## src/rtl/sbr_pkg.sv

```systemverilog
package sbr_pkg;

  // sentence break classes
  localparam logic [3:0] SB_OTHER     = 4'd0;
  localparam logic [3:0] SB_CR        = 4'd1;
  localparam logic [3:0] SB_LF        = 4'd2;
  localparam logic [3:0] SB_EXTEND    = 4'd3;
  localparam logic [3:0] SB_SEP       = 4'd4;
  localparam logic [3:0] SB_FORMAT    = 4'd5;
  localparam logic [3:0] SB_SP        = 4'd6;
  localparam logic [3:0] SB_LOWER     = 4'd7;
  localparam logic [3:0] SB_UPPER     = 4'd8;
  localparam logic [3:0] SB_OLETTER   = 4'd9;
  localparam logic [3:0] SB_NUMERIC   = 4'd10;
  localparam logic [3:0] SB_ATERM     = 4'd11;
  localparam logic [3:0] SB_STERM     = 4'd12;
  localparam logic [3:0] SB_CLOSE     = 4'd13;
  localparam logic [3:0] SB_SCONTINUE = 4'd14;
  localparam logic [3:0] SB_INVALID   = 4'd15;

  // boundary codes
  localparam logic [1:0] BND_NONE     = 2'd0;
  localparam logic [1:0] BND_NO_BREAK = 2'd1;
  localparam logic [1:0] BND_BREAK    = 2'd2;
  localparam logic [1:0] BND_PENDING  = 2'd3;

  // rule context carried from item to item
  // have_set: bit 0 this class, bit 1 last class, bit 2 class before last
  typedef struct packed {
    logic [3:0] class_before_last;
    logic [3:0] last_class;
    logic [3:0] this_class;
    logic [2:0] have_set;
    logic       merge_mark;
    logic       in_terminator;
    logic       terminator_has_space;
    logic       terminator_is_aterm;
    logic       lookahead_pending;
    logic       pending_fallback_break;
  } sbr_ctx_t;

  // decision for one item
  typedef struct packed {
    logic [1:0] boundary;
    logic       resolve_valid;
    logic       resolve_break;
  } sbr_result_t;

  function automatic logic is_parasep(input logic [3:0] c);
    return (c == SB_SEP) || (c == SB_CR) || (c == SB_LF);
  endfunction

  function automatic logic is_blocker(input logic [3:0] c);
    return (c == SB_OLETTER) || (c == SB_UPPER) || (c == SB_LOWER) ||
           is_parasep(c) || (c == SB_STERM) || (c == SB_ATERM);
  endfunction

endpackage

```

## src/rtl/sbr_rules.sv

```systemverilog
module sbr_rules import sbr_pkg::*; (
  input  sbr_ctx_t    ctx,
  input  logic        mode,
  input  logic        text_start,
  input  logic [3:0]  sb_class,
  output sbr_ctx_t    ctx_next,
  output sbr_result_t res
);

  logic [3:0] c;
  logic       p_in;
  logic       p_sp;
  logic       p_at;
  logic [1:0] fb;

  // out of range class reads as other
  assign c    = (sb_class == SB_INVALID) ? SB_OTHER : sb_class;
  assign p_in = ctx.in_terminator;
  assign p_sp = ctx.terminator_has_space;
  assign p_at = ctx.terminator_is_aterm;

  // fallback rules on the terminator context before this item
  always_comb begin
    if (!p_in) begin
      fb = BND_NO_BREAK;
    end else if (c == SB_SCONTINUE || c == SB_STERM || c == SB_ATERM) begin
      fb = BND_NO_BREAK;
    end else if (c == SB_CLOSE && !p_sp) begin
      fb = BND_NO_BREAK;
    end else if (c == SB_SP || is_parasep(c)) begin
      fb = BND_NO_BREAK;
    end else begin
      fb = BND_BREAK;
    end
  end

  // context update and decision
  always_comb begin
    ctx_next          = ctx;
    res.boundary      = BND_NONE;
    res.resolve_valid = 1'b0;
    res.resolve_break = 1'b0;

    if (mode) begin
      // end of text
      res.resolve_valid = ctx.lookahead_pending;
      res.resolve_break = ctx.lookahead_pending & ctx.pending_fallback_break;
      res.boundary      = ctx.have_set[0] ? BND_BREAK : BND_NONE;
      ctx_next          = '0;
    end else if (text_start || !ctx.have_set[0]) begin
      // first codepoint of a text
      res.resolve_valid            = ctx.lookahead_pending;
      res.resolve_break            = ctx.lookahead_pending & ctx.pending_fallback_break;
      ctx_next                     = '0;
      ctx_next.this_class          = c;
      ctx_next.have_set            = 3'b001;
      ctx_next.in_terminator       = (c == SB_STERM) || (c == SB_ATERM);
      ctx_next.terminator_is_aterm = (c == SB_ATERM);
      res.boundary                 = BND_BREAK;
    end else begin
      // settle a pending look-ahead
      if (ctx.lookahead_pending) begin
        if (c == SB_LOWER) begin
          res.resolve_valid               = 1'b1;
          res.resolve_break               = 1'b0;
          ctx_next.lookahead_pending      = 1'b0;
          ctx_next.pending_fallback_break = 1'b0;
        end else if (is_blocker(c)) begin
          res.resolve_valid               = 1'b1;
          res.resolve_break               = ctx.pending_fallback_break;
          ctx_next.lookahead_pending      = 1'b0;
          ctx_next.pending_fallback_break = 1'b0;
        end
      end

      // shift class history, extend and format stay merged
      if (!ctx.merge_mark) begin
        ctx_next.class_before_last = ctx.last_class;
        ctx_next.have_set          = {ctx.have_set[1], 2'b11};
      end else begin
        ctx_next.have_set          = {ctx.have_set[2], 2'b11};
      end
      ctx_next.merge_mark = 1'b0;
      ctx_next.last_class = ctx.this_class;
      ctx_next.this_class = c;

      if (ctx.this_class == SB_CR && c == SB_LF) begin
        res.boundary = BND_NO_BREAK;
      end else if (is_parasep(ctx.this_class)) begin
        // break after paragraph separator
        ctx_next.in_terminator        = 1'b0;
        ctx_next.terminator_has_space = 1'b0;
        ctx_next.terminator_is_aterm  = 1'b0;
        res.boundary                  = BND_BREAK;
      end else if (c == SB_EXTEND || c == SB_FORMAT) begin
        ctx_next.this_class = ctx.this_class;
        ctx_next.merge_mark = 1'b1;
        res.boundary        = BND_NO_BREAK;
      end else begin
        // terminator sequence tracking
        if (c == SB_STERM || c == SB_ATERM) begin
          ctx_next.in_terminator        = 1'b1;
          ctx_next.terminator_has_space = 1'b0;
          ctx_next.terminator_is_aterm  = (c == SB_ATERM);
        end else if (p_in && c == SB_CLOSE && !p_sp) begin
          ctx_next.in_terminator        = 1'b1;
          ctx_next.terminator_has_space = 1'b0;
          ctx_next.terminator_is_aterm  = p_at;
        end else if (p_in && c == SB_SP) begin
          ctx_next.in_terminator        = 1'b1;
          ctx_next.terminator_has_space = 1'b1;
          ctx_next.terminator_is_aterm  = p_at;
        end else begin
          ctx_next.in_terminator        = 1'b0;
          ctx_next.terminator_has_space = 1'b0;
          ctx_next.terminator_is_aterm  = 1'b0;
        end

        if (ctx.this_class == SB_ATERM && c == SB_NUMERIC) begin
          res.boundary = BND_NO_BREAK;
        end else if (ctx_next.have_set[2] &&
                     (ctx_next.class_before_last == SB_UPPER ||
                      ctx_next.class_before_last == SB_LOWER) &&
                     ctx.this_class == SB_ATERM && c == SB_UPPER) begin
          res.boundary = BND_NO_BREAK;
        end else if (p_in && p_at && c == SB_LOWER) begin
          res.boundary = BND_NO_BREAK;
        end else if (p_in && p_at && !is_blocker(c)) begin
          // open look-ahead where the fallback would break
          if (fb == BND_BREAK) begin
            ctx_next.lookahead_pending      = 1'b1;
            ctx_next.pending_fallback_break = 1'b1;
            res.boundary                    = BND_PENDING;
          end else begin
            res.boundary = BND_NO_BREAK;
          end
        end else begin
          res.boundary = fb;
        end
      end
    end
  end

endmodule

```

## src/rtl/sentence_boundary_rules_core.sv

```systemverilog
// channel | valid    | stall     | payload
// input   | in_valid | in_stall  | mode, text_start, sb_class
// output  | out_valid| out_stall | boundary, resolve_valid, resolve_break
//
// one item per cycle sustained while out_stall is low
// an input register feeds the rule logic, which loads the result register and context
// rst (synchronous) clears context, so the next codepoint starts a new text
// out_stall holds the result register; in_stall rises only when both stages are full
// and out_stall is high
module sentence_boundary_rules_core import sbr_pkg::*; (
  input  logic       clk,
  input  logic       rst,
  input  logic       in_valid,
  output logic       in_stall,
  input  logic       mode,
  input  logic       text_start,
  input  logic [3:0] sb_class,
  output logic       out_valid,
  input  logic       out_stall,
  output logic [1:0] boundary,
  output logic       resolve_valid,
  output logic       resolve_break
);

  logic        s1_valid;
  logic        s1_mode;
  logic        s1_start;
  logic [3:0]  s1_class;
  sbr_ctx_t    ctx;
  sbr_ctx_t    ctx_next;
  sbr_result_t rule_res;
  logic        advance;
  logic        in_take;

  // stage handshake
  assign advance  = s1_valid && (!out_valid || !out_stall);
  assign in_stall = s1_valid && !advance;
  assign in_take  = in_valid && !in_stall;

  sbr_rules u_rules (
    .ctx        (ctx),
    .mode       (s1_mode),
    .text_start (s1_start),
    .sb_class   (s1_class),
    .ctx_next   (ctx_next),
    .res        (rule_res)
  );

  // input register
  always_ff @(posedge clk) begin
    if (rst) begin
      s1_valid <= 1'b0;
    end else if (in_take) begin
      s1_valid <= 1'b1;
    end else if (advance) begin
      s1_valid <= 1'b0;
    end
    if (in_take) begin
      s1_mode  <= mode;
      s1_start <= text_start;
      s1_class <= sb_class;
    end
  end

  // context and result register
  always_ff @(posedge clk) begin
    if (rst) begin
      ctx       <= '0;
      out_valid <= 1'b0;
    end else begin
      if (advance) begin
        ctx       <= ctx_next;
        out_valid <= 1'b1;
      end else if (!out_stall) begin
        out_valid <= 1'b0;
      end
    end
    if (advance) begin
      boundary      <= rule_res.boundary;
      resolve_valid <= rule_res.resolve_valid;
      resolve_break <= rule_res.resolve_break;
    end
  end

`ifndef SYNTHESIS
  a_pending_flags: assert property (@(posedge clk) disable iff (rst)
    ctx.lookahead_pending == ctx.pending_fallback_break)
    else $error("pending flags disagree");

  a_break_needs_resolve: assert property (@(posedge clk) disable iff (rst)
    out_valid && resolve_break |-> resolve_valid)
    else $error("resolve_break without resolve_valid");

  a_provisional_opens: assert property (@(posedge clk) disable iff (rst)
    advance && rule_res.boundary == BND_PENDING |=> ctx.lookahead_pending)
    else $error("provisional boundary without pending look-ahead");

  a_stall_when_full: assert property (@(posedge clk) disable iff (rst)
    !s1_valid |-> !in_stall)
    else $error("stall with empty input stage");
`endif

endmodule
```

## config.mk

```make
export PLATFORM = sky130hd
export DESIGN_NAME = sentence_boundary_rules_core
export DESIGN_NICKNAME = d
export VERILOG_FILES = /design/src/rtl/sbr_pkg.sv /design/src/rtl/sbr_rules.sv /design/src/rtl/sentence_boundary_rules_core.sv
export SDC_FILE = /design/constraint.sdc
export NUM_CORES = 1
export LEC_CHECK = 0
export BUFFER_PORTS_ARGS = -buffer_cell sky130_fd_sc_hd__buf_2
export CAP_MARGIN = 20
export CORE_MARGIN = 1.5
export CORE_UTILIZATION = 25
export DETAILED_ROUTE_END_ITERATION = 16
export PLACE_DENSITY = 0.42
export SYNTH_ARGS = -nofsm -noshare
export SYNTH_HDL_FRONTEND = slang
export SYNTH_SLANG_ARGS = --single-unit
export TNS_END_PERCENT = 1
```

## constraint.sdc

```tcl
create_clock -name clk -period 2.7 [get_ports clk]
set_input_delay 0.54 -clock clk [delete_from_list [all_inputs] [get_ports clk]]
set_output_delay 0.54 -clock clk [all_outputs]
set_load 0.1 [all_outputs]
```

==> impl_metrics.ini <==
[cts]
clock-sinks = 33
cts_tree = built
clock_latency_ps = 290
clk_path_buf_depth = 2
cts_buffers = 5
root_buffer = clkbuf_8
htree_levels = 2
path_clk_slew_ps = 70
cts_setup_buffers = 0
cts_resized = 0
cts_hold_buf = 0

[logic_synthesis]
ys_seq_elements = 33
yosysTopAreaCell = dfxtp_1
synth_most_common_cell = dfxtp_1
avgSynthCellArea_sq_um = 9.36
async_reset_ff_share_pct = 0
synthesis.area_sq_um = 1640
synth_nets = 185
netlist_instances = 175
synth_edf_count = 10
ys_top_cells_by_count = dfxtp_1 (23), nand2_1 (19), nor2_1 (15)
synth_cell_types = 52
synthTopCellsByArea = dfxtp_1 (28%), edfxtp_1 (18%), nand2_1 (4.4%)
synth_ff_type = dfxtp_1
seq_area_frac_synth_pct = 46.4
yosys_warnings = 0
synth_top_cell_area_share_pct = 28.1

[global_route]
grt_max_degree = 23
overflow = 0
grt_pass1_wl_um = 6400
antenna_found_initial = 0
grt.total_usage_pct = 11.6
first_global_vias = 1263

[sta]
slew_headroom_pct = 50.9
rsz0062_at_grt = no
finalCritPeriodShare_pct = 77.5
worstMarginPinSlew_ps = 727
fmax_mhz = 478
hold_viol = 0
fin_ws_ps = 607
skew_ps = 8.87
fin_tns_setup_ps = 0
setup_viol = 0
maxSlewViolCount = 0
finalCriticalPeriod_ps = 2090

[setup_path]
arrival_ps = 2130
crit_type = flip-flop to flip-flop
endpoint_kind = flip-flop
cp_max_fo = 14
path_buf_inv = 0
crit_slowest_cell = edfxtp_1
crit_family = simple AND/OR/NAND/NOR gates
cp_cell_sequence = or3b_1 -> a31oi_1 -> o21ai_0 -> and2_1 -> and3_1
cp-start-kind = flip-flop
worst_ep_required_time_ps = 2740
max_stage_delay_ps = 600

[floorplanning]
start_util_pct = 25.8
core_area_sq_um = 6350
die_w_um = 83.9
rows = 29
die_h_um = 83.9
ioPinCount = 16
die_area_sq_um = 7050

[power]
ir_worst_vdd_v = 0.000282
p_leak_nw = 0.670
power_density_nw_per_um2 = 590

[placement]
dp_hpwl_um = 2640
dp_slack_ps = 636
routabilityCongestion = 0.784
io_buffers = 15

[drt]
drc = 0
vias = 1355
dr.pass1.iters = 4
ant_nets = 0
routed_wl_um = 3760
wl_per_cell_um = 13.9
initialDrtViolationCount = 73
drt-vias-per-instance = 5.02

[finish]
largest_reg_flops = 21
largest-register = ctx
fin_nets = 202
diodes = 0
reg_top3 = ctx (21), s1_class (4), boundary (2)
area_delta_synth_final_pct = 17.3
drive_gt1_share_pct = 17.6

[hold_path]
hold_path.class = input pin to flip-flop

[run_status]
status = finished, final reports clean

[flow_run]
maxCapViolCount = 0
layer usage:
layer / vias up / part of all wire [%] / GRT usage (%) / routed length [um]
met2: 33 / 43 / 16.9 / 1630
met4: 0 / 1.3 / 4.92 / 49
met3: 4 / 4.7 / 3.46 / 177
met1: 628 / 51 / 15.8 / 1900
li1: 690 / - / - / -
met5: - / 0 / 0 / 0
per-stage QoR:
step                utilization (%)  hold slack, ps  area (sq um)  total power, mW  instances
floorplan                         -             429          1640            0.635        175
global placement               28.3             449          1800            0.668        262
detailed placement             28.3             449          1800            0.665        262
CTS                            30.2             414          1920             1.15        270
global route                   30.2             411          1920             1.19        270
finish                         30.2             428          1920             1.13        270
final cells by class:
| cell class | instances | area [sq um] |
|---|---|---|
| Timing Repair Buffer | 19 | 105 |
| Clock buffer | 7 | 119 |
| Multi-Input combinational cell | 127 | 812 |
| Clock inverter | 1 | 5.00 |
| Sequential cell | 33 | 761 |
| Inverter | 6 | 22.5 |
| Tap cell | 77 | 96.3 |
| Fill cell | 650 | 4430 |
cell usage in the layout (no fill, tap or decap), types with 2 or more instances in the layout:
cell type   n
a211o_1     2
a21oi_1    10
a221oi_1    2
a22o_1      3
a22oi_1     5
and3_1      3
buf_2      15
buf_4       4
clkbuf_16   2
clkbuf_8    5
dfxtp_1    23
edfxtp_1   10
inv_1       5
mux2i_1     3
nand2_1    19
nand2b_1    3
nand4_1     4
nor2_1     15
nor2b_1     7
nor3b_1     2
nor4_1      3
nor4bb_1    2
o211ai_1    3
o21ai_0     9
o311ai_0    2
o31ai_1     3
xnor2_1     2
kinds of logic (layout without fill, tap and decap cells):
kind of cell | after synthesis | count (layout) | share of synthesized area (%)
compound gates | 52 | 52 | 22.6
simple gates | 68 | 68 | 22.8
buf+inv | 15 | 33 | 3.97
flops | 33 | 33 | 46.4
mux | 4 | 4 | 2.52
xor+xnor | 3 | 3 | 1.60
worst paths after layout:
check / startpoint / end / slack, ps / cells after the start
max: s1_class[3] / resolve_break / 610 / 5
min reg2reg: ctx[16] / ctx[16] / 460 / 2
min: text_start / s1_start / 430 / 1
max reg2reg: s1_class[3] / resolve_break / 610 / 5
power by group:
| group | switching, mW | internal, mW |
|---|---|---|
| combinational | 0.0706 | 0.0348 |
| sequential | 0.0231 | 0.526 |
| clock | 0.187 | 0.292 |
worst reg2reg max path: cells and delay by family, from the launching register on:
| family | cells | cell delay, ps |
|---|---|---|
| compound gates | 2 | 460 |
| flops | 1 | 600 |
| simple gates | 3 | 800 |
(Power assumes the default switching activity.)
